===== config.mk =====
export PLATFORM = sky130hd
export DESIGN_NAME = aeh_sqrt
export DESIGN_NICKNAME = d
export VERILOG_FILES = /design/src/design/aeh_sqrt.sv
export SDC_FILE = /design/constraint.sdc
export NUM_CORES = 1
export LEC_CHECK = 0
export BUFFER_PORTS_ARGS = -buffer_cell sky130_fd_sc_hd__clkbuf_2
export CAP_MARGIN = 0
export CORE_MARGIN = 8
export CORE_UTILIZATION = 42
export DETAILED_ROUTE_END_ITERATION = 8
export PLACE_DENSITY = 0.58
export RECOVER_POWER = 100
export SYNTH_ARGS = -nofsm -noshare
export SYNTH_HDL_FRONTEND = slang
export SYNTH_SLANG_ARGS = --single-unit

===== constraint.sdc =====
create_clock -name clk -period 12 [get_ports clk]
set_clock_uncertainty 0.05 [all_clocks]
set_input_delay 2.4 -clock clk [delete_from_list [all_inputs] [get_ports clk]]
set_output_delay 2.4 -clock clk [all_outputs]
set_load 0.01 [all_outputs]

===== src/design/aeh_sqrt.sv =====
module aeh_sqrt (
  input  logic        clk,
  input  logic        rst_n,
  input  logic        go,
  input  logic [63:0] operand,
  output logic        done,
  output logic [63:0] root
);

  logic [63:0] v_r, res_r, bit_r;
  logic [4:0]  cnt_r;
  logic        busy_r, done_r;
  logic [64:0] trial;

  assign trial = {1'b0, res_r} + {1'b0, bit_r};
  assign done  = done_r;
  assign root  = res_r;

  // control
  always_ff @(posedge clk) begin
    if (!rst_n) begin
      busy_r <= 1'b0;
      done_r <= 1'b0;
      cnt_r  <= '0;
    end else begin
      done_r <= 1'b0;
      if (go) begin
        busy_r <= 1'b1;
        cnt_r  <= '0;
      end else if (busy_r) begin
        cnt_r <= cnt_r + 5'd1;
        if (cnt_r == 5'd31) begin
          busy_r <= 1'b0;
          done_r <= 1'b1;
        end
      end
    end
  end

  // two bits of the radicand per step
  always_ff @(posedge clk) begin
    if (go) begin
      v_r   <= operand;
      res_r <= '0;
      bit_r <= 64'h4000_0000_0000_0000;
    end else if (busy_r) begin
      if ({1'b0, v_r} >= trial) begin
        v_r   <= v_r - trial[63:0];
        res_r <= (res_r >> 1) + bit_r;
      end else begin
        res_r <= res_r >> 1;
      end
      bit_r <= bit_r >> 2;
    end
  end

endmodule


==> reports/metrics.cfg <==
[sta]
final.setup.tns_ns=0
finalHoldWorstSlack_ns=0.457
period_share_pct=78.5
worst_pin_slew_ns=3.26
setup_viol=0
rsz0062_at_grt=false
min_period_ns=9.43
slew_headroom_pct=-117
hold_viol=0
fmax_mhz=106
finalMaxSlewViolations=172

[synth]
synth-edff-count=64
yosys.area.top_type_share_pct=13.5
synthesis.area_um2=15300
synthFlopType=dfxtp_1
synth.net_count=2141
synth-seq-area-share_pct=26.0
yosys-top-cells-area=dfxtp_1 (13%), edfxtp_1 (13%), ha_1 (11%)
synth_most_common_cell=nand2_1
synth_cells=1941
synth-seq-cells=167
yosysTopAreaCell=dfxtp_1
synth_common_cells=nand2_1 (239), o21ai_0 (160), nor2_1 (156), ha_1 (132), a21oi_1 (121)
ys_warn_count=0
async_flop_share_pct=0
postSynthAreaPerCell_um2=7.88
synthDistinctLibCells=81

[place]
io_buffer_count=131
dpl_cell_area_um2=16200
place_hpwl_um=37900
gp_congestion=0.905

[cts]
htree_levels=4
clk_latency_ns=0.44
cts_root_buf=clkbuf_16
post-cts-setup-buffers=0
clk_path_buf_depth=2
post_cts_resized=0
cts_tree=done
cts.sinks=167
ctsHoldBuffers=0
clk_pin_slew_ns=0.07
numCtsBuffers=17

[drt]
drt_iter0_drc=1206
wl_um=49700
dr.pass1.iters=5
num_vias=14773
vias_per_cell=5.98
drc=0
post_drt_wl_per_cell_um=20.1
ant_nets=0

[finish]
utilization_pct=45.9
fin_area_um2=16600
drive_gt1_share_pct=7.75
area_growth_pct=8.82
finish.net_count=2188
diodes=0
fillers=3691

[global_route]
grt_pass1_vias=14210
grt_max_degree=89
track_usage_pct=23.1
grt-ovfl-total=0
antenna_found_initial=0
grt_pass1_wl_um=78200

[die]
die_area_um2=42800
fp-row-count=70
die_h_um=207
io_pins=132
coreArea_um2=36300
die_w_um=207
start_util_pct=42.2

[setup_path]
end_kind=flip-flop
worst_ep_required_time_ns=12.26
start_kind=flip-flop
cp_max_fo=32
worstPathArrival_ns=9.69
crit_type=flip-flop to flip-flop

[pwr]
leakagePower_nw=6.28
p_per_area_nw_per_um2=187
ir_worst_vdd_uv=107

[worst_hold_path]
hold_class=flip-flop to flip-flop

[run_status]
violations=max-capacitance violations, max-slew violations
outcome=finished, violations left

[flow_run]
cap_violations=3

-- final cells by class --
class                           count  area, µm²  area share [%]
Clock buffer                       17        425            2.56
Clock inverter                     15        140           0.842
Inverter                           52        195            1.17
Multi-Input combinational cell   1607      10700            64.1
Sequential cell                   167       3990            23.9
Tap cell                          468        586            3.52
Timing Repair Buffer              143        648            3.89
-- logic make-up (layout without fill, tap and decap cells) --
logic type	Yosys count	count (layout)	synth area share, %
multiplexers	48	48	3.21
buffers and inverters	167	227	4.37
AO/OA/AOI/OAI	621	621	26.8
flip-flops	167	167	26.0
AND/OR/NAND/NOR	648	648	19.7
XOR/XNOR	157	157	8.99
adder cells (fa/ha/maj)	133	133	10.9
-- routing by layer --
layer	track usage (%)	up-vias	part of all wire, %
met5	0	-	0
met2	37.0	418	45
met1	31.0	6957	46
li1	-	7330	-
met4	7.04	0	2.7
met3	4.85	68	5.8
-- stage by stage --
stage / std cells / worst slack [ns] / total power [mW]
final: 2469 / 2.57 / 3.12
after global routing: 2469 / 2.00 / 3.36
after CTS: 2469 / 4.02 / 3.13
after detailed placement: 2437 / 3.98 / 2.56
after global placement: 2437 / 4.14 / 2.55
after floorplan: 1941 / 2.05 / 2.09
-- registers in the layout (all words and copies together) (netlist names) --
register	cells
bit_r	32
root	64
busy_r	1
cnt_r	5
done	1
v_r	64
-- path summary, 6_finish.rpt --
path                         start               endpoint  slack, ns  cells past startpoint
max           root[8]$_SDFFE_PP0P_  root[56]$_SDFFE_PP0P_       2.57                     24
min          cnt_r[4]$_SDFFE_PP0P_  cnt_r[4]$_SDFFE_PP0P_       0.46                      2
max reg2reg   root[8]$_SDFFE_PP0P_  root[56]$_SDFFE_PP0P_       2.57                     24
min reg2reg  cnt_r[4]$_SDFFE_PP0P_  cnt_r[4]$_SDFFE_PP0P_       0.46                      2
-- worst max-delay path, stage by stage, from the launching register on --
cell and delay (ns):
dfxtp_1 0.40, ha_1 0.36, nand4_1 0.19, o31ai_1 0.38, a31oi_1 0.22, o21ai_0 0.68, a211o_1 0.31, nand3b_1 0.17
o31ai_1 0.54, a41o_1 0.30, nand2_1 0.08, xor2_1 0.17, ha_1 0.38, a21oi_1 0.23, o21ai_0 0.17, a211oi_1 0.47
o211ai_1 0.17, o31ai_1 0.68, a2bb2oi_1 0.44, a21oi_2 0.09, clkbuf_1 0.52, nand2_1 0.33, clkbuf_1 1.36, o21ai_0 0.22
a221oi_1 0.36
-- layout by cell type, fill, tap and decap left out, types with 9 or more instances in the layout --
| cell type | synthesis | layout |
|---|---|---|
| a21oi_1 | 121 | 120 |
| a21o_1 | 43 | 43 |
| xor2_1 | 73 | 73 |
| nor2_1 | 156 | 154 |
| a211oi_1 | 46 | 46 |
| o21ai_0 | 160 | 160 |
| dfxtp_1 | 103 | 102 |
| and3_1 | 22 | 22 |
| o21bai_1 | 21 | 21 |
| clkbuf_1 | 86 | 70 |
| xnor2_1 | 84 | 84 |
| o21a_1 | 12 | 12 |
| a221oi_1 | 12 | 12 |
| nand2b_1 | 10 | 10 |
| nand4_1 | 44 | 44 |
| a211o_1 | 9 | 9 |
| a31o_2 | 13 | 13 |
| or2_2 | 9 | 9 |
| and2_1 | 12 | 12 |
| clkbuf_2 | 2 | 65 |
| a311oi_1 | 10 | 10 |
| nand3_1 | 51 | 51 |
| nor4_1 | 12 | 12 |
| inv_1 | 52 | 52 |
| nor2b_1 | 15 | 15 |
| nand2_1 | 239 | 239 |
| edfxtp_1 | 64 | 64 |
| nor3_1 | 45 | 45 |
| ha_1 | 132 | 132 |
| mux2i_1 | 40 | 40 |
| o31ai_1 | 14 | 15 |
| o211ai_1 | 25 | 25 |
| a31oi_1 | 67 | 66 |
| clkbuf_16 | 0 | 17 |
-- report_power, final --
group	switching [mW]	internal, mW	leakage, nW	total (mW)
combinational	1.08	0.627	4.52	1.70
sequential	0.109	0.745	1.48	0.853
clock	0.267	0.291	0.280	0.558
Power figures use the tool's default switching activity.
