**src/design/aeh_div.sv**
```systemverilog
module aeh_div (
  input  logic        clk,
  input  logic        rst_n,
  input  logic        go,
  input  logic [63:0] dividend,
  input  logic [63:0] divisor,
  output logic        done,
  output logic [63:0] quotient
);

  logic [63:0] rem_r, quo_r, den_r;
  logic [5:0]  cnt_r;
  logic        busy_r, done_r;
  logic [64:0] shifted;

  assign shifted  = {rem_r, quo_r[63]};
  assign done     = done_r;
  assign quotient = quo_r;

  // control
  always_ff @(posedge clk) begin
    if (!rst_n) begin
      busy_r <= 1'b0;
      done_r <= 1'b0;
      cnt_r  <= '0;
    end else begin
      done_r <= 1'b0;
      if (go) begin
        busy_r <= 1'b1;
        cnt_r  <= '0;
      end else if (busy_r) begin
        cnt_r <= cnt_r + 6'd1;
        if (cnt_r == 6'd63) begin
          busy_r <= 1'b0;
          done_r <= 1'b1;
        end
      end
    end
  end

  // restoring division, one quotient bit per step
  always_ff @(posedge clk) begin
    if (go) begin
      rem_r <= '0;
      quo_r <= dividend;
      den_r <= divisor;
    end else if (busy_r) begin
      if (shifted >= {1'b0, den_r}) begin
        rem_r <= 64'(shifted - {1'b0, den_r});
        quo_r <= {quo_r[62:0], 1'b1};
      end else begin
        rem_r <= shifted[63:0];
        quo_r <= {quo_r[62:0], 1'b0};
      end
    end
  end

endmodule

```
**config.mk**
```make
export PLATFORM = sky130hd
export DESIGN_NAME = aeh_div
export DESIGN_NICKNAME = d
export VERILOG_FILES = /design/src/design/aeh_div.sv
export SDC_FILE = /design/constraint.sdc
export NUM_CORES = 1
export LEC_CHECK = 0
export ABC_CLOCK_PERIOD_IN_PS = 2950
export BUFFER_PORTS_ARGS = -buffer_cell sky130_fd_sc_hd__buf_2
export CAP_MARGIN = 20
export CORE_MARGIN = 10
export CORE_UTILIZATION = 52
export CTS_BUF_LIST = sky130_fd_sc_hd__clkbuf_8 sky130_fd_sc_hd__clkbuf_16
export DETAILED_ROUTE_END_ITERATION = 8
export PLACE_DENSITY = 0.77
export SLEW_MARGIN = 20
export SYNTH_ARGS = -nofsm -noshare
export SYNTH_HDL_FRONTEND = slang
export SYNTH_SLANG_ARGS = --single-unit
```
**constraint.sdc**
```tcl
create_clock -name clk -period 2.95 [get_ports clk]
set_input_delay 0.59 -clock clk [delete_from_list [all_inputs] [get_ports clk]]
set_output_delay 0.59 -clock clk [all_outputs]
set_load 0.02 [all_outputs]
```
==> results of run 1 <==
==> through the flow <==
step	instances	TNS (ns)	power (mW)	hold WS, ns	util
CTS	1899	-0.5001	8.976	0.2905	0.6963
detailed placement	1845	-8.457	6.173	0.4810	0.6396
floorplan	1246	-0.4263	5.084	0.4537	-
finish	1926	-8.308	9.547	0.3014	0.7394
global route	1926	-12.68	9.907	0.2970	0.7394
global placement	1845	-5.826	6.115	0.4641	0.6396
==> area by class of cell <==
class	instances	area (um^2)
fillers	1419	5901
clock inverters	15	205.2
diodes	3	7.507
multi-input cells	895	7062
inverters	87	326.6
clock buffers	17	425.4
repair buffers	424	3065
well taps	285	356.6
flip-flops and latches	200	5291
==> flip-flops by register name, summed over array words and instances (netlist names) <==
register,cells
den_r,64
quotient,64
rem_r,64
cnt_r,6
busy_r,1
done,1
==> cell families (layout without fill, tap and decap cells) <==
group	count (synthesis)	after routing
fa+ha+maj	66	66
mux	70	70
flops	200	200
xor+xnor	53	53
buf+inv	153	543
simple gates	380	382
other cells	0	3
compound gates	324	324
==> power by group through the flow <==
stage | clock network (mW) | registers (mW) | logic (mW)
2_1_floorplan | 0 | 3.56 | 1.52
3_3_place_gp | 0 | 3.46 | 2.65
3_5_place_dp | 0 | 3.47 | 2.70
4_1_cts | 2.53 | 3.42 | 3.02
5_1_grt | 2.61 | 3.47 | 3.82
6_report | 2.50 | 3.44 | 3.61
==> routing by layer <==
metal  vias up  track usage  part of all wire
met3       182      0.08778              0.11
met5         -            0           0.00032
met4         2       0.1066             0.051
met1      5575       0.2908              0.37
met2       718       0.4156              0.47
li1       5338            -                 -
==> Yosys cell counts (5+ instances only) <==
library cell / count
nand2_1: 164
edfxtp_1: 128
a21oi_1: 95
nor2_1: 95
inv_1: 86
dfxtp_1: 72
mux2_2: 66
ha_1: 65
clkbuf_1: 52
o21ai_0: 46
a311oi_1: 43
xnor2_1: 36
nand4_1: 29
a21o_1: 25
nand3_1: 18
nor3_1: 18
o21bai_1: 17
xor2_1: 17
a211oi_1: 11
buf_2: 10
nor2b_1: 9
o21a_1: 9
a31oi_1: 8
o211ai_1: 8
or3_1: 8
and3_1: 7
o31ai_1: 7
nor4_1: 6
o22ai_1: 6
a21boi_0: 5
a31o_2: 5
and2_1: 5
==> repair_timing <==
action,4_1_cts,5_1_grt
gates cloned,6,7
setup buffers,17,21
setup endpoints to repair,64,65
pin swaps,43,94
gates resized for setup,78,172
==> worst reg2reg max path, delay by kind of cell (launching register included) <==
family	cells	cell delay, ns
AO/OA/AOI/OAI	9	2.14
adder cells (fa/ha/maj)	1	0.23
buffers and inverters	2	0.27
flip-flops	1	0.41
multiplexers	1	0.16
==> worst max-delay path by stage <==
| stage | to | cells after the start | start |
|---|---|---|---|
| final | rem_r[62] | 13 | den_r[36] |
| after CTS | rem_r[44] | 13 | quotient[63] |
| after floorplan | rem_r[60] | 13 | quotient[63] |
| after global placement | rem_r[50] | 14 | quotient[63] |
| after global routing | rem_r[62] | 13 | den_r[36] |
| after detailed placement | rem_r[50] | 14 | quotient[63] |
==> impl_metrics.csv, run 1 <==
group,metric,value,unit
route,wire_per_inst,21.33,um
sta,fin_skew,0.02188,ns
logic_synthesis,synth_top_family_by_area,"compound AO/OA/AOI/OAI gates",
sta,hold_viol_final,0,
clocking,clock_sinks,200,
setup_path,cp_slowest_cell,"edfxtp_1",
sta,fmax,0.3040,GHz
setup_path,cp_data_arrival_time,3.65,ns
global_routing,overflow,0,
pwr,ir_drop,0.4492,mV
setup_path,path_max_fanout,5,
placed_design,dpl_worst_slack,-0.2122,ns
global_routing,grt_max_degree,92,
logic_synthesis,synth_seq_area_share,0.4422,
route,vias,11815,
setup_path,crit_family,"compound AO/OA/AOI/OAI gates",
hold_path,hold_depth,1,
setup_path,rr_endpoint,"rem_r[62]",
logic_synthesis,synth_edf_count,128,
sta,worst_slack,-0.3394,ns
outcome,status,"complete, but fails checks",
floorplanning,rows,55,
logic_synthesis,synth-xor-area-share,0.03884,
logic_synthesis,synth_fa_ha_area_frac,0.06972,
layout,layout.cells.most_common,"buf_2",
setup_path,crit_type,"reg -> reg",
layout,area_delta_synth_final,40.06,%
sta,tightestPinTransition,0.9518,ns
global_routing,grt_pass1_vias,11428,
sta,timing.final.crit_share,1.115,
clocking,htreeDepth,4,
hold_path,hp-start,"divisor[57]",
placed_design,dpl_cell_area,14480,um^2
global_routing,grt_use_total,0.2518,
route,drc,0,
pwr,p_sw,3.434,mW
floorplanning,ios,196,
sta,slew-limit-headroom,0.3647,
setup_path,r2r_start,"den_r[36]",
route,wl,41080,um
clocking,clockRootBuffer,"clkbuf_16",
hold_path,min_to,"den_r[57]",
route,drt_iter0_markers,1060,
setup_path,path_cells,"inv_2 > ha_4 > buf_4 > a21oi_4 > a21oi_1 > a211oi_1 > o21ai_1 > a31o_2 > o21ba_4 > o31ai_4 > a21oi_2 > mux2i_1 > a2111oi_2",
setup_path,cp_num_buf_inv,2,
route,final_antenna_net_count,0,
layout,nets,1822,
pwr,power_density,570.3,nW/um^2
setup_path,startpoint_type,"flip-flop",
global_routing,grt_pass1_wl,59190,um
layout,layout_common_cells,"194 x buf_2, 192 x buf_4, 128 x edfxtp_1, 118 x nand2_1, 91 x nor2_1",
pwr,intPower,6.113,mW
clocking,clock_latency,0.46,ns
setup_path,endpoint_kind,"flip-flop",
setup_path,slowest_delay,0.41,ns
placed_design,place_congestion,0.9665,
logic_synthesis,synth.yosys.warnings,0,
floorplanning,die_w,171.6,um
logic_synthesis,synth_ff_type,"edfxtp_1",
logic_synthesis,ys_ff_latch,200,
sta,finalSetupViolCount,64,
sta,maxSlewViolCount,0,
hold_path,min_path_type,"in -> reg",
placed_design,dp_hpwl,26670,um
clocking,ctsHoldBuffers,0,
logic_synthesis,async_flop_share,0,
logic_synthesis,syn_avg_cell_area,9.592,um^2
floorplanning,coreArea,22640,um^2
route,firstDrtPassIters,6,
pwr,p_sw_frac,0.3596,
pwr,p_clk_frac,0.262,
logic_synthesis,synth_area_leaders,"edfxtp_1 32%, dfxtp_1 12%, ha_1 6.8%",
logic_synthesis,synth_cells,1246,
outcome,violations,"negative setup slack",
pwr,combPwrFrac,0.378,
clocking,cts_tree,"yes",
sta,min_period,3.289,ns
pwr,p_leak,7.082,nW
sta,rsz0062_at_grt,"yes",
global_routing,antenna_found_initial,4,
clocking,clk_pin_slew,0.09,ns
layout,drive_gt1_frac,0.4347,
logic_synthesis,synth_compound_area_frac,0.1871,
logic_synthesis,synth_mux_area_frac,0.06554,
setup_path,crit_required,3.31,ns
pwr,seqPwrFrac,0.361,
route,vias_per_cell,6.134,
floorplanning,dieArea,29450,um^2
logic_synthesis,synth_top_area_cell,"edfxtp_1",
logic_synthesis,yosys.area_share.simple,0.1453,
logic_synthesis,syn-cell-area,11950,um^2
logic_synthesis,synth_top_area_frac,0.3216,
setup_path,worst_r2r_path_depth,13,
placed_design,io_buffers,195,
layout,final_area,16740,um^2
floorplanning,die_h,171.6,um
logic_synthesis,synth_nets,1443,
setup_path,reg2reg_slack,-0.34,ns
clocking,cts_made_buffers,17,
logic_synthesis,synth.distinct_cells,73,
clocking,clockBufferDepth,2,
floorplanning,start_util,0.5279,
run,max-cap-violations,0,
No activity file was read; power rests on OpenSTA's default activity.
==> run 2, diff against run 1 <==
--- a/constraint.sdc
+++ b/constraint.sdc
@@ -3,2 +3,2 @@
 set_output_delay 0.59 -clock clk [all_outputs]
-set_load 0.02 [all_outputs]
+set_load 0.1 [all_outputs]
==> run 2 against run 1 <==
- the flow still finishes with violations (negative setup slack)
- via count fell by 2.5%
- worst hold slack lost 0.0053 ns
- maximum frequency up 0.88%
- final cell count fell by 1.9%
- highest routed layer unchanged
==> impl_metrics.csv, run 2 (same netlist as run 1, synthesis figures left out) <==
group,metric,value,unit
outcome,status,"complete, but fails checks",
layout,utilization,0.7419,
setup_path,endpoint_kind,"flip-flop",
sta,fin_skew,0.02197,ns
setup_path,crit_required,3.30,ns
clocking,cts_made_buffers,17,
setup_path,r2r_start,"quotient[63]",
sta,min_period,3.261,ns
route,wl,40660,um
pwr,power_density,611.2,nW/um^2
setup_path,reg2reg_slack,-0.31,ns
layout,drive_gt1_frac,0.4442,
sta,tightestPinTransition,0.7107,ns
clocking,ctsHoldBuffers,0,
floorplanning,ios,196,
global_routing,overflow,0,
setup_path,crit_path_frequent_cell,"o31a_1",
layout,n_fill_cell,1461,
sta,fmax,0.3067,GHz
setup_path,startpoint_type,"flip-flop",
hold_path,min_to,"den_r[47]",
floorplanning,dieArea,29450,um^2
sta,worst_slack,-0.3107,ns
pwr,ir_drop,0.6261,mV
layout,nets,1789,
route,firstDrtPassIters,7,
outcome,violations,"negative setup slack",
global_routing,grt_max_degree,74,
setup_path,crit_family,"compound AO/OA/AOI/OAI gates",
layout,layout_common_cells,"194 x buf_2, 151 x buf_4, 128 x edfxtp_1, 100 x nand2_1, 90 x nor2_1",
clocking,clockRootBuffer,"clkbuf_16",
setup_path,cp_slowest_cell,"edfxtp_1",
floorplanning,die_w,171.6,um
pwr,p_total,10.27,mW
sta,finalSetupViolCount,65,
setup_path,slowest_delay,0.41,ns
setup_path,path_max_fanout,3,
placed_design,dp_hpwl,26010,um
sta,hold_viol_final,0,
clocking,cts_tree,"yes",
layout,final_area,16800,um^2
sta,rsz0062_at_grt,"yes",
setup_path,cp_data_arrival_time,3.61,ns
pwr,p_leak,7.081,nW
clocking,clock_latency,0.46,ns
layout,diodes,0,
global_routing,grt_use_total,0.2530,
hold_path,hp-start,"divisor[47]",
placed_design,dpl_cell_area,14250,um^2
clocking,htreeDepth,4,
floorplanning,coreArea,22640,um^2
global_routing,grt_pass1_wl,59470,um
setup_path,rr_endpoint,"rem_r[32]",
route,wire_per_inst,21.52,um
sta,timing.final.crit_share,1.105,
sta,slew-limit-headroom,0.5262,
sta,finalHoldWorstSlack,0.2961,ns
clocking,clock_sinks,200,
route,vias_per_cell,6.094,
clocking,clk_pin_slew,0.09,ns
floorplanning,rows,55,
setup_path,worst_r2r_path_depth,14,
hold_path,min_path_type,"in -> reg",
floorplanning,die_h,171.6,um
sta,maxSlewViolCount,0,
placed_design,io_buffers,195,
global_routing,grt_pass1_vias,11425,
run,max-cap-violations,0,
clocking,clockBufferDepth,2,
global_routing,antenna_found_initial,1,
layout,layout.cells.most_common,"buf_2",
hold_path,hold_depth,1,
setup_path,path_cells,"inv_1 > ha_2 > fa_2 > nor2b_4 > o31a_1 > o31a_1 > and3_4 > o311ai_4 > a41oi_2 > buf_4 > a21boi_2 > xnor2_1 > nand2_1 > a311oi_2",
setup_path,cp_num_buf_inv,2,
placed_design,place_congestion,0.9603,
route,final_antenna_net_count,0,
floorplanning,start_util,0.5279,
layout,area_delta_synth_final,40.54,%
route,drt_iter0_markers,1217,
route,vias,11517,
setup_path,crit_type,"reg -> reg",
route,drc,0,
## run 2: cell types whose count changed in the layout (fill, tap and decap cells not counted), sizes merged
cell   change
diode      -3
buf       -33
## run 2: how the worst max path moves through the flow
stage                             from   endpoint  slack (ns)  cells after the start
final                     quotient[63]  rem_r[32]       -0.31                     14
after global routing      quotient[63]  rem_r[32]       -0.42                     14
after CTS                 quotient[63]  rem_r[60]       -0.19                     13
after detailed placement  quotient[63]  rem_r[36]       -0.21                     14
after global placement    quotient[63]  rem_r[62]       -0.14                     14
after floorplan           quotient[63]  rem_r[60]       -0.53                     13
## run 2: power breakdown
| part | internal (mW) | switching (mW) |
|---|---|---|
| registers | 3.27 | 0.181 |
| logic | 1.66 | 2.59 |
| clock network | 1.21 | 1.36 |
| total | 6.13 | 4.13 |
## run 2: repair_timing
item	4_1_cts	5_1_grt
endpoints found under the hold margin	0	0
pin swaps	58	65
buffers inserted	21	20
gates resized for setup	99	187
setup endpoints to repair	62	65
gates cloned	11	7
## run 2: through the flow
step                setup TNS, ns  std cells  worst slack [ns]
finish                     -9.446       1890           -0.3107
global route               -15.41       1890           -0.4238
CTS                        -2.988       1871           -0.1859
detailed placement         -3.263       1807           -0.2067
global placement           -1.216       1807           -0.1405
floorplan                  -9.582       1246           -0.5270
## run 2: area by class of cell
type                            count  area [um^2]  share of cell area
Sequential cell                   200         5289              0.3149
Clock inverter                     15        231.5             0.01378
Multi-Input combinational cell    895         7224              0.4301
Clock buffer                       17        425.4             0.02533
Tap cell                          285        356.6             0.02123
Timing Repair Buffer              391         2943              0.1752
Inverter                           87        326.6             0.01944
## run 2: per-layer routing
| metal | routed length, um | vias to the layer above | GRT usage |
|---|---|---|---|
| li1 | - | 5261 | - |
| met1 | 15910 | 5493 | 0.3101 |
| met2 | 19640 | 633 | 0.4193 |
| met3 | 3561 | 128 | 0.06624 |
| met4 | 1542 | 2 | 0.09225 |
| met5 | 14 | - | 0 |
