$ cat config.mk
export PLATFORM = sky130hd
export DESIGN_NAME = aeh_cordic
export DESIGN_NICKNAME = d
export VERILOG_FILES = /design/src/design/aeh_pkg.sv /design/src/design/aeh_cordic.sv
export SDC_FILE = /design/constraint.sdc
export NUM_CORES = 1
export LEC_CHECK = 0
export BUFFER_PORTS_ARGS = -buffer_cell sky130_fd_sc_hd__buf_4
export CORE_MARGIN = 2
export CORE_UTILIZATION = 30
export CTS_CLUSTER_DIAMETER = 30
export DETAILED_ROUTE_END_ITERATION = 16
export PLACE_DENSITY_LB_ADDON = 0.1
export SYNTH_ARGS = -nofsm -noshare
export SYNTH_HDL_FRONTEND = slang
export SYNTH_SLANG_ARGS = --single-unit
$ cat constraint.sdc
create_clock -name clk -period 6.6 [get_ports clk]
set_clock_uncertainty 0.05 [all_clocks]
set_input_delay 0.33 -clock clk [delete_from_list [all_inputs] [get_ports clk]]
set_output_delay 0.33 -clock clk [all_outputs]
set_load 0.05 [all_outputs]
$ cat src/design/aeh_pkg.sv
package aeh_pkg;

  // configuration register indexes
  localparam logic [0:0] CFG_ENERGY_SCALE  = 1'd0;
  localparam logic [0:0] CFG_ENERGY_CUTOFF = 1'd1;

  localparam logic [31:0] ENERGY_SCALE_RST  = 32'd131;
  localparam logic [31:0] ENERGY_CUTOFF_RST = 32'd256;

  localparam logic [0:0] OP_PARTICLE = 1'd0;
  localparam logic [0:0] OP_READ     = 1'd1;

  localparam logic [47:0] E_MAX = 48'hFFFF_FFFF_FFFF;

  // azimuth in units of 2^-32 turn
  localparam int CORDIC_STEPS = 30;
  localparam logic signed [33:0] QUARTER_TURN = 34'sd1073741824;
  localparam logic signed [33:0] HALF_TURN    = 34'sd2147483648;

  localparam logic [29:0] ATAN_TURNS [CORDIC_STEPS] = '{
    30'd536870912, 30'd316933406, 30'd167458907, 30'd85004756, 30'd42667331,
    30'd21354465, 30'd10680862, 30'd5340245, 30'd2670163, 30'd1335087,
    30'd667544, 30'd333772, 30'd166886, 30'd83443, 30'd41722,
    30'd20861, 30'd10430, 30'd5215, 30'd2608, 30'd1304,
    30'd652, 30'd326, 30'd163, 30'd81, 30'd41,
    30'd20, 30'd10, 30'd5, 30'd3, 30'd1
  };

  typedef enum logic [4:0] {
    S_IDLE,
    S_SQ_X,
    S_SQ_Y,
    S_SQ_Z,
    S_SQ_ADD,
    S_ROOT1,
    S_DIV1,
    S_EK_LO,
    S_EK_HI,
    S_EK_FIN,
    S_CHECK,
    S_ROOT2,
    S_DIV2,
    S_ANGLE,
    S_CW_LO,
    S_CW_HI,
    S_CW_FIN,
    S_HRD,
    S_HWR,
    S_RD,
    S_RCAP,
    S_DONE
  } state_t;

  typedef struct packed {
    logic rd_en;
    logic wr_en;
  } hist_ctl_t;

  // saturating 64 bit add
  function automatic logic [63:0] sat_add(input logic [63:0] a, input logic [63:0] b);
    logic [64:0] s;
    s = {1'b0, a} + {1'b0, b};
    return s[64] ? 64'hFFFF_FFFF_FFFF_FFFF : s[63:0];
  endfunction

endpackage

$ cat src/design/aeh_cordic.sv
module aeh_cordic (
  input  logic               clk,
  input  logic               rst_n,
  input  logic               go,
  input  logic signed [31:0] uy,
  input  logic signed [31:0] uz,
  output logic               done,
  output logic [32:0]        phase
);

  logic signed [35:0] x_r, y_r;
  logic signed [33:0] z_r;
  logic [4:0]         cnt_r;
  logic               busy_r, done_r, neg_r, zero_r;
  logic signed [35:0] dx, dy, ay;
  logic signed [33:0] atan_s, zc, ang;

  assign ay     = uy[31] ? -36'(uy) : 36'(uy);
  assign dx     = y_r >>> cnt_r;
  assign dy     = x_r >>> cnt_r;
  assign atan_s = 34'(aeh_pkg::ATAN_TURNS[cnt_r]);
  assign done   = done_r;

  // clamp to half turn, mirror for negative y
  always_comb begin
    if (z_r < 34'sd0) begin
      zc = '0;
    end else if (z_r > aeh_pkg::HALF_TURN) begin
      zc = aeh_pkg::HALF_TURN;
    end else begin
      zc = z_r;
    end
    if (zero_r) begin
      ang = '0;
    end else if (neg_r) begin
      ang = -zc;
    end else begin
      ang = zc;
    end
    phase = 33'(ang + aeh_pkg::HALF_TURN);
  end

  // control
  always_ff @(posedge clk) begin
    if (!rst_n) begin
      busy_r <= 1'b0;
      done_r <= 1'b0;
      cnt_r  <= '0;
    end else begin
      done_r <= 1'b0;
      if (go) begin
        busy_r <= 1'b1;
        cnt_r  <= '0;
      end else if (busy_r) begin
        cnt_r <= cnt_r + 5'd1;
        if (cnt_r == 5'(aeh_pkg::CORDIC_STEPS - 1)) begin
          busy_r <= 1'b0;
          done_r <= 1'b1;
        end
      end
    end
  end

  // vectoring steps, left half plane turned by a quarter first
  always_ff @(posedge clk) begin
    if (go) begin
      neg_r  <= uy[31];
      zero_r <= (uy == 32'sd0) && (uz == 32'sd0);
      if (uz[31]) begin
        x_r <= ay;
        y_r <= -36'(uz);
        z_r <= aeh_pkg::QUARTER_TURN;
      end else begin
        x_r <= 36'(uz);
        y_r <= ay;
        z_r <= '0;
      end
    end else if (busy_r) begin
      if (y_r >= 36'sd0) begin
        x_r <= x_r + dx;
        y_r <= y_r - dy;
        z_r <= z_r + atan_s;
      end else begin
        x_r <= x_r - dx;
        y_r <= y_r + dy;
        z_r <= z_r - atan_s;
      end
    end
  end

endmodule

==> summary.md, run 1 <==
| Metric | Value |
|---|---|
| Status | `finished, final reports clean` |
| Clock transition at path regs | `60 ps` |
| WP depth | `20` |
| Reg2Reg Setup Slack | `90 ps` |
| Slew @ Worst Pin | `1040 ps` |
| Number of global-route vias before repair | `19100` |
| Syn_nets | `2581` |
| Mapped cell area | `0.0194 mm2` |
| Yosys top cell area share | `16.7%` |
| Static Leak | `8.91 nW` |
| Core outline area | `0.0642 mm2` |
| Most used flip-flop cell after synthesis | `edfxtp_1` |
| Sink of the worst hold path | `x_r[13]` |
| Per-cell routed wire length | `25.1 um` |
| Highest metal used | `met4` |
| Worst setup EP type | `flip-flop` |
| Port Buffers | `100` |
| Synth cell count leaders | `nand2_1, nor2_1, o21ai_0` |
| Power per cell area | `650 mW/mm2` |
| Diodes inserted | `0` |
| Netlist cell types | `97` |
| Hold Crit Class | `input port to flip-flop` |
| Row count | `93` |
| Max-slew violation count | `0` |
| Vias per cell | `5.84` |
| CP max-delay cell | `nor2_1` |
| Met2 WL | `39600 um` |
| Syn Inst Count | `2392` |
| GRT overflow | `0` |
| Wl on met1 | `38100 um` |
| Final #Nets | `2733` |
| Final design utilization | `35.5%` |
| Drt pass-1 iters | `5` |
| Asr flop ratio synth | `0%` |
| Top cell type by total area after synthesis | `edfxtp_1` |
| Synth area leaders | `edfxtp_1, mux4_2, ha_1` |
| Vias post-DR | `19900` |
| Most frequent cell after synthesis | `nand2_1` |
| Antenna violations before repair | `1` |
| R2R depth | `20` |
| Average size of a mapped cell | `8.13 um2` |
| Crit path cell chain | `buf_4, nor2_1, mux2_2, nor2_1, a221oi_1, buf_4, nor3_1, nand2_1, or3_1, o31ai_1, xnor2_1, nor2_1, ha_1, a21o_1, a21o_1, a21o_1, o31a_1, o41a_1, mux2i_1, o311ai_0` |
| Count of final hold-check violations | `0` |
| First-pass GRT wire length | `127000 um` |
| FMAX | `0.154 GHz` |
| Critical R2R Launch | `cnt_r[2]` |
| Layout Area Growth over Synthesis | `17.1%` |
| Worst Path Arrival | `6650 ps` |
| HPWL after DPL | `68200 um` |
| Met3 routed wirelength | `4990 um` |
| Post-route clock period utilization | `98.6%` |
| DRT iter0 DRCs | `1934` |
| Worst Hold Launch | `uz[13]` |
| Insertion delay to the later sink of the worst-skew pair | `500 ps` |
| Sequential area share after synthesis | `17.4%` |
| Worst IR drop on VDD | `0.232 mV` |
| Die Area | `0.0669 mm2` |
| Crit path from | `cnt_r[2]` |
| Clk sink count | `115` |
| Number of synthesis warnings | `0` |
| Die Span X | `259 um` |
| Crit path launch type | `flip-flop` |
| CTS H-tree lvls | `4` |
| Post-synth EDFFs | `108` |
| Total track usage | `25.3%` |
| CP Max Fanout | `26` |
| Max clock buf depth | `2` |
| Pre-CTS WS | `-298 ps` |
| Maxcap violations | `0` |
| Reg-to-reg endpoint | `x_r[34]` |
| Number of synthesized register bits | `115` |
| TritonCTS buffer count | `17` |
| Remaining antenna violation count | `0` |
| Buffers plus inverters on the worst setup path | `2` |
| # setup viols final | `0` |
| Share of layout cells above drive strength 1 | `19.1%` |
| I/O Pins | `101` |
| Largest net degree at the start of global routing | `124` |
| Cell family with the largest share of critical-path delay | `simple AND/OR/NAND/NOR gates` |
| Root Driver | `clkbuf_16` |
| Slowest stage delay, CP | `580 ps` |
| Final Worst Setup Slack | `94.1 ps` |
| RSZ-0062 raised after global routing | `true` |
| Relative slew margins | `30.8%` |
| Final Wtd Congestion | `0.960` |
| Post-layout min period | `6510 ps` |
| Final WL | `85600 um` |
| WHS Path Cells | `3` |
| Initial Util | `30.3%` |
| Die height | `259 um` |
| TritonCTS clock tree | `built` |
| Worst Path Required | `6740 ps` |
| Critical path class | `flip-flop to flip-flop` |
| Drc violations | `0` |
repair_timing:
action | 4_1_cts | 5_1_grt
hold buffers | 1 | 0
setup endpoints to repair | 12 | 26
pin swaps | 1 | 4
buffers inserted | 1 | 8
hold endpoints to repair | 1 | 0
resized for setup | 7 | 20
gates cloned | 1 | 0
tightest hold or removal path, cell delays in order:
cell and delay [ps]:
buf_4 100, o211ai_1 80, o21ai_0 70
final cells by class:
type / count / area, um2
tap: 855 / 1070
clock inverter: 13 / 160
fill: 6758 / 41500
sequential: 115 / 3400
inverter: 61 / 233
clock buffer: 19 / 433
multi-input combinational: 2073 / 15300
timing repair buffer: 276 / 2170
power by group:
part | switching, mW | total (mW) | internal [mW]
clock | 0.432 | 1.02 | 0.590
combinational | 6.72 | 11.7 | 4.99
sequential | 0.689 | 2.08 | 1.39
total | 7.84 | 14.8 | 6.97
cell usage in the layout, fill, tap and decap left out, types with 48 or more instances in the layout:
master      n
buf_4     266
nand2_1   234
nor2_1    224
o21ai_0   197
a21oi_1   166
xnor2_1   128
xor2_1    125
ha_1      119
edfxtp_1  108
mux4_2     74
a21o_1     61
inv_1      59
mux2i_1    59
o211ai_1   48
cell families (layout without fill, tap and decap cells):
family,count (synthesis),in the layout,synth area share (%)
buffers and inverters,204,369,4.44
multiplexers,183,183,14.7
flip-flops,115,115,17.4
XOR/XNOR,254,254,11.5
adder cells (fa/ha/maj),122,122,7.96
AND/OR/NAND/NOR,754,754,18.5
AO/OA/AOI/OAI,760,760,25.5
how the worst max path moves through the flow:
stage,endpoint,slack (ps)
global route,x_r[23],-60
detailed placement,y_r[35],-300
global placement,y_r[35],-320
floorplan,z_r[33],300
CTS,y_r[35],50
finish,x_r[34],90
state kept, by name (all words and copies together), names as in the netlist:
register and flops:
z_r 34, busy_r 1, x_r 36, neg_r 1
done 1, y_r 36, cnt_r 5, zero_r 1
through the flow:
stage	total power, mW	area [um2]	cells	TNS [ps]	hold WS (ps)
global route	16.0	22800	3412	-67.4	161
floorplan	9.49	19400	2392	0	379
CTS	14.6	22600	3404	0	117
finish	14.8	22800	3412	0	145
detailed placement	13.5	21900	3369	-1330	510
global placement	13.5	21900	3369	-1350	505
layer usage:
| layer | up-vias | global-route usage [%] |
|---|---|---|
| li1 | 9326 | - |
| met1 | 9808 | 34.0 |
| met4 | 0 | 9.23 |
| met5 | - | 0 |
| met2 | 675 | 41.3 |
| met3 | 131 | 3.33 |
Note: power is estimated with default switching activity, not from simulation.
==> run 2, diff against run 1 <==
--- a/config.mk
+++ b/config.mk
@@ -11,6 +11,7 @@
 export CTS_CLUSTER_DIAMETER = 30
 export DETAILED_ROUTE_END_ITERATION = 16
 export PLACE_DENSITY_LB_ADDON = 0.1
+export RECOVER_POWER = 25
 export SYNTH_ARGS = -nofsm -noshare
 export SYNTH_HDL_FRONTEND = slang
 export SYNTH_SLANG_ARGS = --single-unit
==> run 2 against run 1 <==
- the run now ends with capacitance limit, slew limit left
- largest power group unchanged
- sequential share of layout area about the same
- sequential power about the same
- flip-flop and latch count unchanged
- first-iteration DRC count is 2.2% lower
- utilization barely moved
- highest routed layer unchanged
==> summary.md, run 2 (synthesized netlist as in run 1, its figures left out) <==
| Metric | Value |
|---|---|
| Hold Crit Class | `input port to flip-flop (unchanged)` |
| Static Leak | `8.89 nW (was 8.91 nW)` |
| Vias post-DR | `20000 (was 19900)` |
| Post-route design area | `0.0228 mm2 (about the same)` |
| Vias per cell | `5.85 (was 5.84)` |
| Largest net degree at the start of global routing | `124 (unchanged)` |
| Per-cell routed wire length | `25.1 um (about the same)` |
| Antenna violations before repair | `1 (unchanged)` |
| CP max-delay cell | `nor2_1 (unchanged)` |
| TritonCTS clock tree | `built (unchanged)` |
| Layout Area Growth over Synthesis | `17.0% (was 17.1%)` |
| CTS H-tree lvls | `4 (unchanged)` |
| Final Wtd Congestion | `0.960 (unchanged)` |
| TritonCTS buffer count | `17 (unchanged)` |
| Insertion delay to the later sink of the worst-skew pair | `500 ps (about the same)` |
| Failing checks | `capacitance limit, slew limit` |
| Number of global-route vias before repair | `19100 (unchanged)` |
| Worst IR drop on VDD | `0.231 mV (was 0.232 mV)` |
| Crit path cell chain | `buf_4, nor2_1, mux2_2, nor2_1, a221oi_1, buf_4, nor3_1, nand2_1, or3_1, o31ai_1, xnor2_1, nor2_1, ha_1, a21o_1, a21o_1, a21o_1, o31a_1, o41a_1, mux2i_1, o311ai_0 (unchanged)` |
| Initial Util | `30.3% (unchanged)` |
| Max-slew violation count | `62 (was 0)` |
| Drc violations | `0 (unchanged)` |
| Die height | `259 um (unchanged)` |
| Count of final hold-check violations | `0 (unchanged)` |
| Clock transition at path regs | `60 ps (about the same)` |
| First-pass GRT wire length | `127000 um (unchanged)` |
| DRT iter0 DRCs | `1892 (was 1934)` |
| Final Worst Setup Slack | `79.7 ps (was 94.1 ps)` |
| Relative slew margins | `-14.6% (was 30.8%)` |
| Maxcap violations | `2 (was 0)` |
| Core outline area | `0.0642 mm2 (unchanged)` |
| FMAX | `0.153 GHz (was 0.154 GHz)` |
| Final #Nets | `2733 (unchanged)` |
| Remaining antenna violation count | `0 (unchanged)` |
| Power per cell area | `651 mW/mm2 (was 650 mW/mm2)` |
| Root Driver | `clkbuf_16 (unchanged)` |
| WHS Path Cells | `3 (unchanged)` |
| Share of layout cells above drive strength 1 | `19.0% (was 19.1%)` |
| Slew @ Worst Pin | `1720 ps (was 1040 ps)` |
| Crit path launch type | `flip-flop (unchanged)` |
| Worst setup EP type | `flip-flop (unchanged)` |
| Critical path class | `flip-flop to flip-flop (unchanged)` |
| Row count | `93 (unchanged)` |
| Dpl cell area | `0.0219 mm2 (unchanged)` |
| Dpl cells | `3369 (unchanged)` |
| RSZ-0062 raised after global routing | `true (unchanged)` |
| Slowest stage delay, CP | `580 ps (about the same)` |
| Die Area | `0.0669 mm2 (unchanged)` |
| Max clock buf depth | `2 (unchanged)` |
| Total power | `14.8 mW (about the same)` |
| Diodes inserted | `0 (unchanged)` |
| Final WL | `85500 um (was 85600 um)` |
| Clk sink count | `115 (unchanged)` |
| Port Buffers | `100 (unchanged)` |
| Post-layout min period | `6520 ps (was 6510 ps)` |
| Post-route clock period utilization | `98.8% (was 98.6%)` |
| Post-route insts no fill | `3412 (unchanged)` |
| HPWL after DPL | `68200 um (unchanged)` |
| Worst Path Required | `6740 ps (about the same)` |
| CP Max Fanout | `26 (unchanged)` |
| Fillers | `6761 (was 6758)` |
| Largest registers | `x_r: 36 flops, y_r: 36 flops, z_r: 34 flops (unchanged)` |
| Total track usage | `25.3% (unchanged)` |
| Status | `complete, but fails checks (was finished, final reports clean)` |
| Worst Path Arrival | `6660 ps (was 6650 ps)` |
| GRT overflow | `0 (unchanged)` |
| R2R depth | `20 (unchanged)` |
| Die Span X | `259 um (unchanged)` |
| Most common cell after layout, fill and taps aside | `buf_4 (unchanged)` |
| # setup viols final | `0 (unchanged)` |
| Pre-CTS WS | `-298 ps (unchanged)` |
| I/O Pins | `101 (unchanged)` |
| Drt pass-1 iters | `5 (unchanged)` |
| Commonest cells after routing, fill and taps aside | `buf_4, nand2_1, nor2_1 (unchanged)` |
## run 2: cell types whose count changed in the layout (fill, tap and decap cells not counted), sizes merged
cell	delta
buf	-3
clkbuf	+3
## run 2: worst max-delay path, delay by kind of cell, from the launching register on
family                     cells  cell delay, ps
AOI/OAI and AO/OA              8            1880
buffers and inverters          2             460
DFF                            1             440
muxes                          2             650
xor gates and xnor gates       1             190
adders and majority gates      1             370
and+or+nand+nor                6            2140
## run 2: power breakdown
group          switching [mW]  internal (mW)  total, mW
clock network           0.432          0.590       1.02
logic                    6.72           4.99       11.7
registers               0.688           1.39       2.08
total                    7.84           6.97       14.8
## run 2: what timing repair did
action / in CTS / in global routing
endpoints found under the hold margin: 1 / 0
cloned: 1 / 0
hold buffers: 1 / 0
resized for setup: 7 / 20
pin swaps: 1 / 4
setup buffers: 1 / 8
setup endpoints to repair: 12 / 26
## run 2: final timing paths
path	endpoint	slack, ps	start
max	x_r[34]	80	cnt_r[2]
min reg2reg	cnt_r[2]	600	cnt_r[2]
min	x_r[13]	140	uz[13]
max reg2reg	x_r[34]	80	cnt_r[2]
## run 2: area by class of cell
class	count	area, um2	area share [%]
Clock buffer	19	433	1.90
Clock inverter	13	160	0.704
Inverter	61	233	1.02
Multi-Input combinational cell	2073	15300	67.3
Sequential cell	115	3400	14.9
Tap cell	855	1070	4.70
Timing Repair Buffer	276	2160	9.49
## run 2: routing by layer
metal / vias up / wire [um] / global-route usage [%]
met5: - / 0 / 0
met3: 138 / 5060 / 3.33
met4: 0 / 2890 / 9.23
met1: 9794 / 37900 / 34.0
li1: 9333 / - / -
met2: 690 / 39700 / 41.3
## run 2: per-stage QoR
stage / hold slack (ps) / TNS (ps) / utilization, %
after floorplan: 379 / 0 / -
after global placement: 505 / -1350 / 34.2
after detailed placement: 510 / -1330 / 34.2
after CTS: 117 / 0 / 35.2
after global routing: 161 / -100 / 35.4
final: 143 / 0 / 35.4
==> run 3, diff against run 2 <==
--- a/config.mk
+++ b/config.mk
@@ -5,11 +5,12 @@
 export SDC_FILE = /design/constraint.sdc
 export NUM_CORES = 1
 export LEC_CHECK = 0
-export BUFFER_PORTS_ARGS = -buffer_cell sky130_fd_sc_hd__buf_4
 export CORE_MARGIN = 2
 export CORE_UTILIZATION = 30
 export CTS_CLUSTER_DIAMETER = 30
 export DETAILED_ROUTE_END_ITERATION = 16
+export DONT_BUFFER_PORTS = 1
+export MAX_ROUTING_LAYER = met4
 export PLACE_DENSITY_LB_ADDON = 0.1
 export RECOVER_POWER = 25
 export SYNTH_ARGS = -nofsm -noshare
==> run 3 against run 2 <==
- power shrank 0.54%
- first-iteration DRC count shrank 13%
- highest routed layer unchanged
- setup slack improved by 180 ps
- register-to-register slack better by 180 ps
- die area did not move
- the run now ends clean
- sequential share of layout area increased by 0.35 points
- non-clock buffer count down 74
- design area is 2.3% lower
- largest cell class unchanged
- critical path depth increased by 3
- flip-flop and latch count unchanged
- combinational power about the same
==> summary.md, run 3 (synthesized netlist as in run 1, its figures left out) <==
| Metric | Value |
|---|---|
| DRT iter0 DRCs | `1649 (was 1892)` |
| Maxcap violations | `0 (was 2)` |
| Clock transition at path regs | `70 ps (was 60 ps)` |
| Drc violations | `0 (unchanged)` |
| Root Driver | `clkbuf_16 (unchanged)` |
| Cell family with the largest share of critical-path delay | `compound AO/OA/AOI/OAI gates (was simple AND/OR/NAND/NOR gates)` |
| Final design utilization | `34.6% (was 35.4%)` |
| Total track usage | `25.9% (was 25.3%)` |
| Vias per cell | `5.85 (about the same)` |
| Final Wtd Congestion | `0.945 (was 0.960)` |
| Remaining antenna violation count | `0 (unchanged)` |
| Fillers | `6801 (was 6761)` |
| CP max-delay cell | `edfxtp_1 (was nor2_1)` |
| Max-slew violation count | `0 (was 62)` |
| Slowest stage delay, CP | `560 ps (was 580 ps)` |
| CP Max Fanout | `6 (was 26)` |
| Worst Path Required | `6770 ps (was 6740 ps)` |
| Worst Path Arrival | `6510 ps (was 6660 ps)` |
| First-pass GRT wire length | `125000 um (was 127000 um)` |
| Insertion delay to the later sink of the worst-skew pair | `500 ps (about the same)` |
| I/O Pins | `101 (unchanged)` |
| Share of layout cells above drive strength 1 | `16.8% (was 19.0%)` |
| Max clock buf depth | `2 (unchanged)` |
| TritonCTS clock tree | `built (unchanged)` |
| CP most frequent cell | `buf_4` |
| CTS H-tree lvls | `4 (unchanged)` |
| Largest registers | `x_r: 36 flops, y_r: 36 flops, z_r: 34 flops (unchanged)` |
| Row count | `93 (unchanged)` |
| Number of global-route vias before repair | `18900 (was 19100)` |
| Hold slack | `30.7 ps (was 143 ps)` |
| Port Buffers | `0 (was 100)` |
| Die Span X | `259 um (unchanged)` |
| Count of final hold-check violations | `0 (unchanged)` |
| Drt pass-1 iters | `5 (unchanged)` |
| Die height | `259 um (unchanged)` |
| Dpl cell area | `0.0214 mm2 (was 0.0219 mm2)` |
| GRT overflow | `0 (unchanged)` |
| Final #Nets | `2659 (was 2733)` |
| Post-route clock period utilization | `96.1% (was 98.8%)` |
| Critical path class | `flip-flop to flip-flop (unchanged)` |
| Antenna violations before repair | `0 (was 1)` |
| Diodes inserted | `0 (unchanged)` |
| Worst IR drop on VDD | `0.395 mV (was 0.231 mV)` |
| Static Leak | `8.55 nW (was 8.89 nW)` |
| Post-route design area | `0.0222 mm2 (was 0.0228 mm2)` |
| Final WL | `84800 um (was 85500 um)` |
| Layout Area Growth over Synthesis | `14.4% (was 17.0%)` |
| Per-cell routed wire length | `25.4 um (was 25.1 um)` |
| Vias post-DR | `19500 (was 20000)` |
| Commonest cells after routing, fill and taps aside | `nand2_1, nor2_1, o21ai_0 (was buf_4, nand2_1, nor2_1)` |
| TritonCTS buffer count | `17 (unchanged)` |
| Crit path cell chain | `mux4_2, mux4_2, a221oi_2, buf_4, o2111a_1, nand4b_1, nand4b_4, buf_4, o21ai_0, xnor2_1, buf_4, ha_1, buf_4, nand3_1, nor2_1, and3_1, a221oi_1, buf_4, a21oi_1, o31a_1, o41a_1, mux2i_1, o311ai_0 (was buf_4, nor2_1, mux2_2, nor2_1, a221oi_1, buf_4, nor3_1, nand2_1, or3_1, o31ai_1, xnor2_1, nor2_1, ha_1, a21o_1, a21o_1, a21o_1, o31a_1, o41a_1, mux2i_1, o311ai_0)` |
| Final Worst Setup Slack | `255 ps (was 79.7 ps)` |
| Hold Crit Class | `input port to flip-flop (unchanged)` |
| Power per cell area | `662 mW/mm2 (was 651 mW/mm2)` |
| Worst setup EP type | `flip-flop (unchanged)` |
| Initial Util | `30.3% (unchanged)` |
| Core outline area | `0.0642 mm2 (unchanged)` |
| # setup viols final | `0 (unchanged)` |
| Pre-CTS WS | `27.5 ps (was -298 ps)` |
| Die Area | `0.0669 mm2 (unchanged)` |
| Crit path launch type | `flip-flop (unchanged)` |
| Slew @ Worst Pin | `1020 ps (was 1720 ps)` |
| Most common cell after layout, fill and taps aside | `nand2_1 (was buf_4)` |
| HPWL after DPL | `68200 um (about the same)` |
| Status | `finished, final reports clean (was complete, but fails checks)` |
| Largest net degree at the start of global routing | `168 (was 124)` |
| Relative slew margins | `31.9% (was -14.6%)` |
| Clk sink count | `115 (unchanged)` |
| FMAX | `0.158 GHz (was 0.153 GHz)` |
| Buffers plus inverters on the worst setup path | `5 (was 2)` |
| Post-layout min period | `6340 ps (was 6520 ps)` |
[run 3: changes by cell type in the layout (fill, tap and decap cells not counted), sizes merged, moves of 3 or more]
cell	previous run	this run
buf	271	196
clkbuf	22	17
clkinvlp	5	2
dlygate4sd3	1	6
inv	60	67
[run 3: per-stage QoR]
stage                     total power, mW  setup TNS [ps]  std cells
after floorplan                      9.49               0       2392
after global placement               13.4               0       3287
after detailed placement             13.4               0       3287
after CTS                            14.6               0       3325
after global routing                 15.9           -94.4       3338
final                                14.7               0       3338
[run 3: layer usage]
layer	GRT usage (%)	part of all wire [%]	vias to the layer above
met4	8.43	2.9	0
met3	2.75	4.4	105
li1	-	-	9182
met1	33.9	46	9668
met2	41.6	47	576
met5	-	0	-
[run 3: worst paths after layout]
| kind | start | to | slack (ps) | depth (start not counted) |
|---|---|---|---|---|
| setup / recovery | y_r[26] | x_r[34] | 260 | 23 |
| hold / removal | uz[17] | x_r[17] | 30 | 2 |
| setup reg to reg | y_r[26] | x_r[34] | 260 | 23 |
| hold reg to reg | cnt_r[0] | cnt_r[0] | 500 | 2 |
[run 3: repair_timing]
action	CTS	global route
setup endpoints to repair	0	32
resized for setup	0	26
hold buffers	6	0
hold endpoints to repair	5	0
setup buffers	0	13
[run 3: power breakdown]
group | leakage, nW | total, mW | internal, mW | switching (mW)
Sequential | 1.17 | 2.07 | 1.39 | 0.683
Clock | 0.288 | 1.00 | 0.563 | 0.439
Combinational | 7.09 | 11.7 | 5.01 | 6.65
[run 3: layout make-up]
type | count | area, um2 | area share (%)
well taps | 855 | 1070 | 4.81
flip-flops and latches | 115 | 3400 | 15.3
multi-input cells | 2073 | 15300 | 68.9
clock inverters | 15 | 168 | 0.754
inverters | 61 | 233 | 1.05
clock buffers | 17 | 425 | 1.91
repair buffers | 202 | 1620 | 7.27
